[config.mk]
export PLATFORM = sky130hd
export DESIGN_NAME = base64_block_codec_8_to_12_top
export DESIGN_NICKNAME = d
export VERILOG_FILES = /design/src/rtl/core/b64c_pkg.sv /design/src/rtl/core/b64c_front.sv /design/src/rtl/core/b64c_queue.sv /design/src/rtl/core/b64c_back.sv /design/src/rtl/core/base64_block_codec_8_to_12_top.sv
export SDC_FILE = /design/constraint.sdc
export NUM_CORES = 1
export LEC_CHECK = 0
export BUFFER_PORTS_ARGS = -buffer_cell sky130_fd_sc_hd__buf_2
export CAP_MARGIN = 30
export CORE_MARGIN = 2
export CORE_UTILIZATION = 30
export DETAILED_ROUTE_END_ITERATION = 6
export GPL_TIMING_DRIVEN = 0
export PLACE_DENSITY_LB_ADDON = 0.3
export RECOVER_POWER = 100
export SLEW_MARGIN = 20
export SYNTH_ARGS = -nofsm -noshare
export SYNTH_HDL_FRONTEND = slang
export SYNTH_SLANG_ARGS = --single-unit
[constraint.sdc]
create_clock -name clk -period 6.83 [get_ports clk]
set_clock_uncertainty 0.1 [all_clocks]
set_input_delay 1.366 -clock clk [delete_from_list [all_inputs] [get_ports clk]]
set_output_delay 1.366 -clock clk [all_outputs]
set_load 0.01 [all_outputs]
[src/rtl/core/b64c_pkg.sv]
// Shared types, codes and character mapping functions for the 8-to-12 block codec.
package b64c_pkg;

  // Job kinds handed from the front end to the back end
  localparam logic [1:0] KIND_ENC = 2'd0;  // 12 characters from one 8-byte block
  localparam logic [1:0] KIND_DEC = 2'd1;  // 8 bytes from one 12-character block
  localparam logic [1:0] KIND_ERR = 2'd2;  // single length-error marker

  // Result status codes
  localparam logic [1:0] ST_OK       = 2'd0;
  localparam logic [1:0] ST_BAD_CHAR = 2'd1;
  localparam logic [1:0] ST_BAD_LEN  = 2'd2;

  // Last index of each job kind
  localparam logic [3:0] ENC_LAST_IDX = 4'd11;
  localparam logic [3:0] DEC_LAST_IDX = 4'd7;

  // Register map
  localparam logic REG_DIRECTION = 1'b0;

  localparam int JOB_DW = 72;

  typedef struct packed {
    logic [JOB_DW-1:0] data;  // encode: 12 six-bit groups; decode: 8 bytes, first in low bits
    logic [1:0]        kind;
    logic              last;
    logic [1:0]        stat;
  } job_t;

  // Map a character code to 0..63, or 64 when outside the alphabet
  function automatic logic [6:0] b64c_char_value(input logic [7:0] c);
    logic [6:0] v;
    if (c == 8'h2e) begin
      v = 7'd0;
    end else if (c == 8'h2f) begin
      v = 7'd1;
    end else if (c >= 8'h30 && c <= 8'h39) begin
      v = 7'(c - 8'd46);
    end else if (c >= 8'h61 && c <= 8'h7a) begin
      v = 7'(c - 8'd85);
    end else if (c >= 8'h41 && c <= 8'h5a) begin
      v = 7'(c - 8'd27);
    end else begin
      v = 7'd64;
    end
    return v;
  endfunction

  // Map a six-bit group to its character code
  function automatic logic [7:0] b64c_enc_char(input logic [5:0] g);
    logic [7:0] c;
    if (g == 6'd0) begin
      c = 8'h2e;
    end else if (g == 6'd1) begin
      c = 8'h2f;
    end else if (g < 6'd12) begin
      c = 8'({2'b00, g} + 8'd46);
    end else if (g < 6'd38) begin
      c = 8'({2'b00, g} + 8'd85);
    end else begin
      c = 8'({2'b00, g} + 8'd27);
    end
    return c;
  endfunction

endpackage

[src/rtl/core/b64c_front.sv]
// Front end: accepts bytes or characters, assembles blocks and issues jobs.
module b64c_front (
  input  logic          clk,
  input  logic          rst_n,
  input  logic          dir,
  input  logic          clr,
  input  logic          in_valid,
  output logic          in_ready,
  input  logic [7:0]    in_byte,
  input  logic          in_last_item,
  input  logic          q_full,
  output logic          push,
  output b64c_pkg::job_t push_job
);
  import b64c_pkg::*;

  logic [JOB_DW-1:0] blk_r, blk_nxt, blk_new;
  logic [3:0]        fill_r, fill_nxt;
  logic              bad_r, bad_nxt;
  logic              acc;
  logic [2:0]        enc_k;
  logic [3:0]        dec_k;
  logic [6:0]        cval;
  logic              cbad, bad_any;
  logic [5:0]        cslot;
  logic              enc_done, dec_full;
  logic [31:0]       left_w, right_w;

  assign in_ready = !q_full;
  assign acc      = in_valid && in_ready;

  // Insert the incoming item into the partial block
  always_comb begin
    enc_k   = fill_r[2:0];
    dec_k   = (fill_r > 4'd11) ? 4'd11 : fill_r;
    cval    = b64c_char_value(in_byte);
    cbad    = cval[6];
    cslot   = cbad ? 6'd0 : cval[5:0];
    bad_any = bad_r || cbad;
    blk_new = blk_r;
    if (!dir) begin
      for (int j = 0; j < 8; j++) begin
        if (enc_k == 3'(j)) blk_new[63-8*j -: 8] = in_byte;
      end
    end else begin
      for (int j = 0; j < 12; j++) begin
        if (dec_k == 4'(j)) blk_new[6*j +: 6] = cslot;
      end
    end
  end

  assign enc_done = (enc_k == 3'd7) || in_last_item;
  assign dec_full = (dec_k == 4'd11);
  assign right_w  = blk_new[31:0];
  assign left_w   = dir ? blk_new[67:36] : blk_new[63:32];

  // Build the job for a completed block
  always_comb begin
    push_job.last = in_last_item;
    if (!dir) begin
      push           = acc && enc_done;
      push_job.kind  = KIND_ENC;
      push_job.stat  = ST_OK;
      push_job.data  = {4'b0000, left_w, 4'b0000, right_w};
    end else begin
      push           = acc && (dec_full || in_last_item);
      push_job.kind  = dec_full ? KIND_DEC : KIND_ERR;
      push_job.stat  = !dec_full ? ST_BAD_LEN :
                       ((in_last_item && bad_any) ? ST_BAD_CHAR : ST_OK);
      push_job.data  = {8'h00,
                        right_w[7:0], right_w[15:8], right_w[23:16], right_w[31:24],
                        left_w[7:0], left_w[15:8], left_w[23:16], left_w[31:24]};
    end
  end

  // Advance the block state
  always_comb begin
    blk_nxt  = blk_r;
    fill_nxt = fill_r;
    bad_nxt  = bad_r;
    if (clr) begin
      blk_nxt  = '0;
      fill_nxt = 4'd0;
      bad_nxt  = 1'b0;
    end else if (acc) begin
      if (!dir) begin
        if (enc_done) begin
          blk_nxt  = '0;
          fill_nxt = 4'd0;
        end else begin
          blk_nxt  = blk_new;
          fill_nxt = {1'b0, enc_k} + 4'd1;
        end
      end else begin
        if (dec_full) begin
          blk_nxt  = '0;
          fill_nxt = 4'd0;
          bad_nxt  = in_last_item ? 1'b0 : bad_any;
        end else if (in_last_item) begin
          blk_nxt  = '0;
          fill_nxt = 4'd0;
          bad_nxt  = 1'b0;
        end else begin
          blk_nxt  = blk_new;
          fill_nxt = dec_k + 4'd1;
          bad_nxt  = bad_any;
        end
      end
    end
  end

  always_ff @(posedge clk) begin
    if (!rst_n) begin
      blk_r  <= '0;
      fill_r <= 4'd0;
      bad_r  <= 1'b0;
    end else begin
      blk_r  <= blk_nxt;
      fill_r <= fill_nxt;
      bad_r  <= bad_nxt;
    end
  end

endmodule

[src/rtl/core/b64c_queue.sv]
// Two-entry job queue between the front end and the back end.
module b64c_queue (
  input  logic           clk,
  input  logic           rst_n,
  input  logic           push,
  input  b64c_pkg::job_t push_job,
  output logic           full,
  input  logic           pop,
  output logic           pop_valid,
  output b64c_pkg::job_t pop_job
);
  import b64c_pkg::*;

  job_t       ent_r [2];
  logic       wr_ptr_r, wr_ptr_nxt;
  logic       rd_ptr_r, rd_ptr_nxt;
  logic [1:0] cnt_r, cnt_nxt;
  logic       do_push, do_pop;

  assign full      = (cnt_r == 2'd2);
  assign pop_valid = (cnt_r != 2'd0);
  assign pop_job   = ent_r[rd_ptr_r];
  assign do_push   = push && !full;
  assign do_pop    = pop && pop_valid;

  // Advance pointers and occupancy
  always_comb begin
    wr_ptr_nxt = do_push ? !wr_ptr_r : wr_ptr_r;
    rd_ptr_nxt = do_pop ? !rd_ptr_r : rd_ptr_r;
    cnt_nxt    = cnt_r;
    if (do_push && !do_pop) cnt_nxt = cnt_r + 2'd1;
    if (!do_push && do_pop) cnt_nxt = cnt_r - 2'd1;
  end

  always_ff @(posedge clk) begin
    if (!rst_n) begin
      wr_ptr_r <= 1'b0;
      rd_ptr_r <= 1'b0;
      cnt_r    <= 2'd0;
    end else begin
      wr_ptr_r <= wr_ptr_nxt;
      rd_ptr_r <= rd_ptr_nxt;
      cnt_r    <= cnt_nxt;
    end
  end

  // Hold job payloads
  always_ff @(posedge clk) begin
    if (do_push) ent_r[wr_ptr_r] <= push_job;
  end

endmodule

[src/rtl/core/b64c_back.sv]
// Back end: serializes one job at a time into result transactions.
module b64c_back (
  input  logic           clk,
  input  logic           rst_n,
  input  logic           q_valid,
  input  b64c_pkg::job_t q_job,
  output logic           pop,
  output logic           out_valid,
  input  logic           out_ready,
  output logic [7:0]     out_byte,
  output logic [1:0]     out_status,
  output logic           out_last_out
);
  import b64c_pkg::*;

  logic              busy_r, busy_nxt;
  logic [JOB_DW-1:0] data_r, data_nxt;
  logic [1:0]        kind_r, kind_nxt;
  logic              last_r, last_nxt;
  logic [1:0]        stat_r, stat_nxt;
  logic [3:0]        idx_r, idx_nxt;
  logic [3:0]        end_idx;
  logic              at_end, fire;

  // Pick the last index of the current job
  always_comb begin
    unique case (kind_r)
      KIND_ENC: end_idx = ENC_LAST_IDX;
      KIND_DEC: end_idx = DEC_LAST_IDX;
      default:  end_idx = 4'd0;
    endcase
  end

  assign at_end = (idx_r == end_idx);
  assign fire   = busy_r && out_ready;
  assign pop    = q_valid && (!busy_r || (fire && at_end));

  // Drive the result fields from the job registers
  always_comb begin
    unique case (kind_r)
      KIND_ENC: out_byte = b64c_enc_char(data_r[5:0]);
      KIND_DEC: out_byte = data_r[7:0];
      default:  out_byte = 8'h00;
    endcase
  end

  assign out_valid    = busy_r;
  assign out_last_out = last_r && at_end;
  assign out_status   = at_end ? stat_r : ST_OK;

  // Load a new job or advance through the current one
  always_comb begin
    busy_nxt = busy_r;
    data_nxt = data_r;
    kind_nxt = kind_r;
    last_nxt = last_r;
    stat_nxt = stat_r;
    idx_nxt  = idx_r;
    if (pop) begin
      busy_nxt = 1'b1;
      data_nxt = q_job.data;
      kind_nxt = q_job.kind;
      last_nxt = q_job.last;
      stat_nxt = q_job.stat;
      idx_nxt  = 4'd0;
    end else if (fire) begin
      if (at_end) begin
        busy_nxt = 1'b0;
        idx_nxt  = 4'd0;
      end else begin
        idx_nxt  = idx_r + 4'd1;
        data_nxt = (kind_r == KIND_ENC) ? (data_r >> 6) : (data_r >> 8);
      end
    end
  end

  always_ff @(posedge clk) begin
    if (!rst_n) begin
      busy_r <= 1'b0;
      idx_r  <= 4'd0;
      kind_r <= KIND_ERR;
    end else begin
      busy_r <= busy_nxt;
      idx_r  <= idx_nxt;
      kind_r <= kind_nxt;
    end
  end

  // Hold job payload
  always_ff @(posedge clk) begin
    data_r <= data_nxt;
    last_r <= last_nxt;
    stat_r <= stat_nxt;
  end

endmodule

[src/rtl/core/base64_block_codec_8_to_12_top.sv]
// A completed block is written into the job queue, then loaded into the back-end job registers that drive results.
// Throughput: one input transaction per cycle while the two-entry job queue has room;
// the back end sends one result per cycle while out_ready is high, giving 12 characters
// per 8-byte block when encoding and 8 bytes per 12-character block when decoding.
// Reset: synchronous active-low rst_n clears direction (encode), the partial block and queue.
module base64_block_codec_8_to_12_top (
  input  logic        clk,
  input  logic        rst_n,
  input  logic        in_valid,
  output logic        in_ready,
  input  logic [7:0]  in_byte,
  input  logic        in_last_item,
  output logic        out_valid,
  input  logic        out_ready,
  output logic [7:0]  out_byte,
  output logic [1:0]  out_status,
  output logic        out_last_out,
  input  logic        cfg_psel,
  input  logic        cfg_penable,
  input  logic        cfg_pwrite,
  input  logic [2:0]  cfg_paddr,
  input  logic [31:0] cfg_pwdata,
  output logic [31:0] cfg_prdata,
  output logic        cfg_pready
);
  import b64c_pkg::*;

  logic dir_r, dir_nxt;
  logic cfg_wr;
  logic clr;
  logic q_full, push, q_valid, pop;
  job_t push_job, q_job;

  // Decode register writes; any write to direction drops the partial block
  assign cfg_pready = 1'b1;
  assign cfg_wr     = cfg_psel && cfg_penable && cfg_pwrite && cfg_pready;
  assign clr        = cfg_wr && (cfg_paddr[2] == REG_DIRECTION);
  assign dir_nxt    = clr ? cfg_pwdata[0] : dir_r;
  assign cfg_prdata = (cfg_paddr[2] == REG_DIRECTION) ? {31'd0, dir_r} : 32'd0;

  always_ff @(posedge clk) begin
    if (!rst_n) begin
      dir_r <= 1'b0;
    end else begin
      dir_r <= dir_nxt;
    end
  end

  b64c_front u_front (
    .clk          (clk),
    .rst_n        (rst_n),
    .dir          (dir_r),
    .clr          (clr),
    .in_valid     (in_valid),
    .in_ready     (in_ready),
    .in_byte      (in_byte),
    .in_last_item (in_last_item),
    .q_full       (q_full),
    .push         (push),
    .push_job     (push_job)
  );

  b64c_queue u_queue (
    .clk       (clk),
    .rst_n     (rst_n),
    .push      (push),
    .push_job  (push_job),
    .full      (q_full),
    .pop       (pop),
    .pop_valid (q_valid),
    .pop_job   (q_job)
  );

  b64c_back u_back (
    .clk          (clk),
    .rst_n        (rst_n),
    .q_valid      (q_valid),
    .q_job        (q_job),
    .pop          (pop),
    .out_valid    (out_valid),
    .out_ready    (out_ready),
    .out_byte     (out_byte),
    .out_status   (out_status),
    .out_last_out (out_last_out)
  );

endmodule

---- Word level (Yosys, flattened, before mapping) ----
Memories as Yosys holds them, arrays and structs flattened. A register that Yosys moved wholly into a read port is not among the register bits.
Cells that the tools add are included.
cells by class
  add/sub/neg operators ................... 11
  reductions and logical operators ........ 41
  multiplexer cells ....................... 67
  order comparisons ....................... 9
  equal/unequal tests ..................... 25
  bitwise logic cells ..................... 2
operators with widths
  cell                   count
  $mux W72               7
  $mux W8                13
  $mux W6                13
  $mux W70               1
  $mux W66               1
  $mux W64               1
  $mux W7                5
  $mux W32               1
  $mux W4                6
  $logic_and A1 B1 Y1    18
  $eq A4 B3 Y1 const B   4
  $eq A4 B4 Y1 const B   4
  $eq A8 B6 Y1 const B   2
  $ge A8 B7 Y1 const B   2
  $le A8 B7 Y1 const B   2
  $pmux W8 S2            1
  $eq A3 B3 Y1 const B   4
  $mux W2                6
  $mux W1                11
  $add A4 B1 Y4 const B  2
  $add A6 B7 Y8 const B  1
  $eq A4 B2 Y1 const B   2
  $ge A8 B6 Y1 const B   1
  $le A8 B6 Y1 const B   1
  30 further kinds       46
storage, ports and cells
  register bits ........................... 164
  memory bits (writable) .................. 146
  output and inout port bits .............. 46
  bits of input ports ..................... 51
  memories ................................ 1
  logic and storage cells ................. 169
memory list
  memory         words  width  read ports  clocked after memory_dff  wr ports  RTL line          source
  u_queue.ent_r  2      73     1           1                         1         b64c_queue.sv:14  job_t ent_r [2];

---- Depth between registers and ports, before layout ----
  word-level depth ........................ 13
  mapped depth ............................ 13
  mapped depth without buffers ............ 11

---- By module ----
A second synthesis with hierarchy kept.
unflattened totals
  cells, all modules ...................... 1624
  area total of the unflattened synthesis .. 17411.7 sq um
by module, submodules not included
  module                          cells an instance  sequential area each (sq um)  area each (sq um)  instances
  b64c_front                      891                1461.4                        6749.0             1
  b64c_queue                      266                4724.5                        5795.6             1
  b64c_back                       427                2392.3                        4561.9             1
  base64_block_codec_8_to_12_top  40                 20.0                          305.3              1

---- Least setup slack after synthesis ----
OpenSTA, ideal clock, no wires.
  path kind ............................... input port to flip-flop
  from .................................... input port out_ready
  to ...................................... register u_back.data_r[0] (enable)
  data required time ...................... 6142 ps
  setup time .............................. 588 ps
  buffers on the path ..................... 0
  cell stages on the path ................. 2
  arrival ................................. 6279 ps
  slack ................................... -137 ps
  cell sequence ........................... nand2_1 o21ai_0
between the ends
  cells in the longest elaborated chain, start to end .. 6
  elaborated cells between the ends (all ways) .. 7
  classes of those cells .................. eq/ne: 1; reduce/logical: 6
ends and longest elaborated chain
  item                                                                 RTL line                              source
  start, declared                                                      base64_block_codec_8_to_12_top.sv:14  input logic out_ready,
  $logic_and A1 B1 Y1 *                                                b64c_back.sv:35                       assign fire = busy_r && out_ready;
  $logic_and A1 B1 Y1                                                  b64c_back.sv:36                       assign pop = q_valid && (!busy_r || (fire && at_end));
  $logic_or A1 B1 Y1                                                   b64c_back.sv:36
  $logic_and A1 B1 Y1                                                  b64c_back.sv:36
  $ne A2 B2 Y1 (no source line) or $reduce_bool A2 Y1 (tied branches)  --
  $reduce_and A2 Y1 (no source line) *                                 --
  end signal, assigned                                                 b64c_back.sv:91                       data_r <= data_nxt;
  end, declared                                                        b64c_back.sv:17                       logic [JOB_DW-1:0] data_r, data_nxt;
Every way passes the cells marked *; elsewhere a longest branch is shown, timed or not.
A chain may end at the register's enable or synchronous reset.

==> impl_results.md <==
* Cell type with the largest total area after synthesis: edfxtp_1
* Final HPWL DP at 43900 µm
* Die Height at 236 µm
* CP required at 6.95 ns
* Achievable clock frequency at 0.160 GHz
* Ports at 97
* Post-Syn Area per Cell at 10.9 µm²
* Primary FF master, synth: edfxtp_1
* # nets final at 1671
* Core ar. at 52900 µm²
* Worst setup margin at 0.578 ns
* VDD IR max at 0.000167 V
* CP startpoint kind: input pin
* Crit path DAT at 6.38 ns
* Setup crit end kind: flop
* Part of the cycle the worst path needs at 91.5%
* Uppermost layer routed: met4
* Pre-CTS WS at 1.29 ns
* Port Buffer Count at 29
* Worst-skew pair later-pin latency at 0.56 ns
* EDFF count, synth at 215
* Ranking of synthesized cells by area: edfxtp_1, mux2i_1, dfxtp_1
* Maximum clock path buffer count at 3
* Worst hold-check path type: reg -> reg
* Vias in the first global route at 12800
* Ys Warns at 0
* Via/cell ratio at 5.66
* Failing checks: max-capacitance violations, max-slew violations
* Initial antenna violation count at 1
* First-pass GRT wire length at 87200 µm
* Hold buffers post-CTS at 0
* Overall Global Routing Usage at 21.2%
* Finished Cell Area at 18600 µm²
* Mapped cell area at 16100 µm²
* Synth async-reset ratio at 0%
* Synth Instances at 1478
* CP Cell Sequence: clkbuf_1, clkbuf_1, inv_1, ha_1, or4b_1, o22ai_1, nor3_1, clkbuf_1, o21ai_0, buf_4, o21ai_0
* Synth top cells by count: mux2i_1, edfxtp_1, nand2_1
* Synthesis-stage register bit count at 301
* Sequential share of the synthesized area at 50.7%
* Worst slew pin tran at 2.05 ns
* Ant diodes at 0
* Root Buffer: clkbuf_16
* Std-Cell Rows at 84
* Leakage power at 6.65 nW
* Fin. Hold Viols at 0
* Post-CTS Setup Inserts at 0
* Grt total ovfl at 0
* Max_slew headroom at -38.4%
* Drt first pass iters at 6
* Reg clk slew, reported paths at 0.06 ns
* Placed instance area at 17600 µm²
* Metal3 WL at 5350 µm
* Max-cap viol count at 1
* Critical path buffers and inverters at 5
* Count leader, synth: mux2i_1
* Crit-path leading delay family: compound AO/OA/AOI/OAI gates
* Slowest stage delay, CP at 1.59 ns
* Area growth syn-to-layout at 15.1%
* Pin count of the biggest net entering global routing at 26
* Met2 wire length at 26000 µm
* Routed Wire Length at 60200 µm
* Antenna Nets Post-Route at 0
* CP max stage cell: o21ai_0
* Top-area cell type share of the netlist area at 40.0%
* Routed via count at 13100
* Final setup viols at 0
* Kind of critical path: in -> reg
* Minimum clock period at 6.25 ns
* Core Util, Final at 35.1%
* Final hold slack at 0.369 ns
* Slew Viols, Final at 9
* CTS resizes at 0
* GP Congestion at 0.998
* Worst-path fanout max at 10
* CP most frequent cell: clkbuf_1
* Distinct cell type count after synthesis at 76
* DR WL/cell at 26.1 µm
* Share of post-route cells with drive strength above 1 at 8.51%
* CTS buffer count at 36
* RSZ-0062 raised after global routing: no
* M1 wire length at 25100 µm
* Initial Util at 30.5%
* H-tree levels at 2
* CTS tree: yes
* Die footprint at 55600 µm²
* 1st-iter DRT viols at 1342
* DRC at 0
* Pwr dens at 363 nW/µm²
* Outcome: finished with violations
* Clock Sinks at 301
* Die width at 236 µm
-- cell usage in the layout (no fill, tap or decap), types with 36 or more instances in the layout --
| master | n |
|---|---|
| dfxtp_1 | 86 |
| clkbuf_1 | 134 |
| edfxtp_1 | 215 |
| mux2i_1 | 229 |
| a21oi_1 | 86 |
| a211oi_1 | 36 |
| nand2_1 | 108 |
| a31oi_1 | 40 |
| o21ai_0 | 55 |
| nor2_1 | 87 |
| clkbuf_16 | 36 |
-- layout make-up --
| class | instances | area, µm² |
|---|---|---|
| plain buffers | 148 | 686 |
| clock buffers | 49 | 1020 |
| clock inverters | 17 | 169 |
| fillers | 5310 | 34300 |
| inverters | 32 | 121 |
| multi-input cells | 1027 | 7180 |
| flip-flops and latches | 301 | 8180 |
| well taps | 688 | 861 |
| repair buffers | 47 | 348 |
-- metal layers --
metal | up-vias | global-route usage [%]
met2 | 678 | 32.6
li1 | 5816 | -
met5 | - | 0
met4 | 0 | 11.7
met3 | 212 | 4.62
met1 | 6370 | 27.7
-- state kept, by name, indices dropped and copies added, names as in the netlist, 2 cells and up, named ones only --
signal,count
u_queue.ent_r,144
u_back.data_r,68
u_front.blk_r,68
u_back.idx_r,4
u_front.fill_r,4
u_back.kind_r,2
u_back.stat_r,2
u_queue.cnt_r,2
-- path summary, 6_finish.rpt --
path                     start                   end  depth (start not counted)  slack (ns)
max reg2reg  u_front.fill_r[3]  u_queue.ent_r[0][32]                         12        0.83
min reg2reg  u_front.blk_r[33]     u_front.blk_r[33]                          2        0.37
min          u_front.blk_r[33]     u_front.blk_r[33]                          2        0.37
max                 in_byte[0]  u_queue.ent_r[1][37]                         11        0.58
-- tightest hold or removal path, stage by stage (launching register included) --
cell       delay (ns)
dfxtp_1          0.32
a2bb2oi_1        0.06
o41ai_1          0.05
-- cells by family (layout without fill, tap and decap cells) --
kind of cell    count (synthesis)  after routing  share of synthesized area [%]
compound gates                376            376                           16.2
xor+xnor                        8              8                          0.434
fa+ha+maj                      27             27                           2.09
buf+inv                       180            293                           5.18
flops                         301            301                           50.7
mux                           240            240                           15.0
other cells                     2             32                         0.0466
simple gates                  344            344                           10.4
-- power by group --
group | internal (mW) | total (mW) | switching, mW
sequential | 2.50 | 2.69 | 0.188
clock | 1.13 | 1.93 | 0.797
combinational | 0.788 | 2.12 | 1.34
-- per-stage QoR --
step	power (mW)	setup TNS (ns)	std cells
2_1_floorplan	4.19	0	1508
3_3_place_gp	4.85	-363.50	2225
3_5_place_dp	4.94	0	2243
4_1_cts	6.88	0	2309
5_1_grt	7.07	0	2309
6_report	6.74	0	2309
Note: power is estimated with default switching activity, not from simulation.
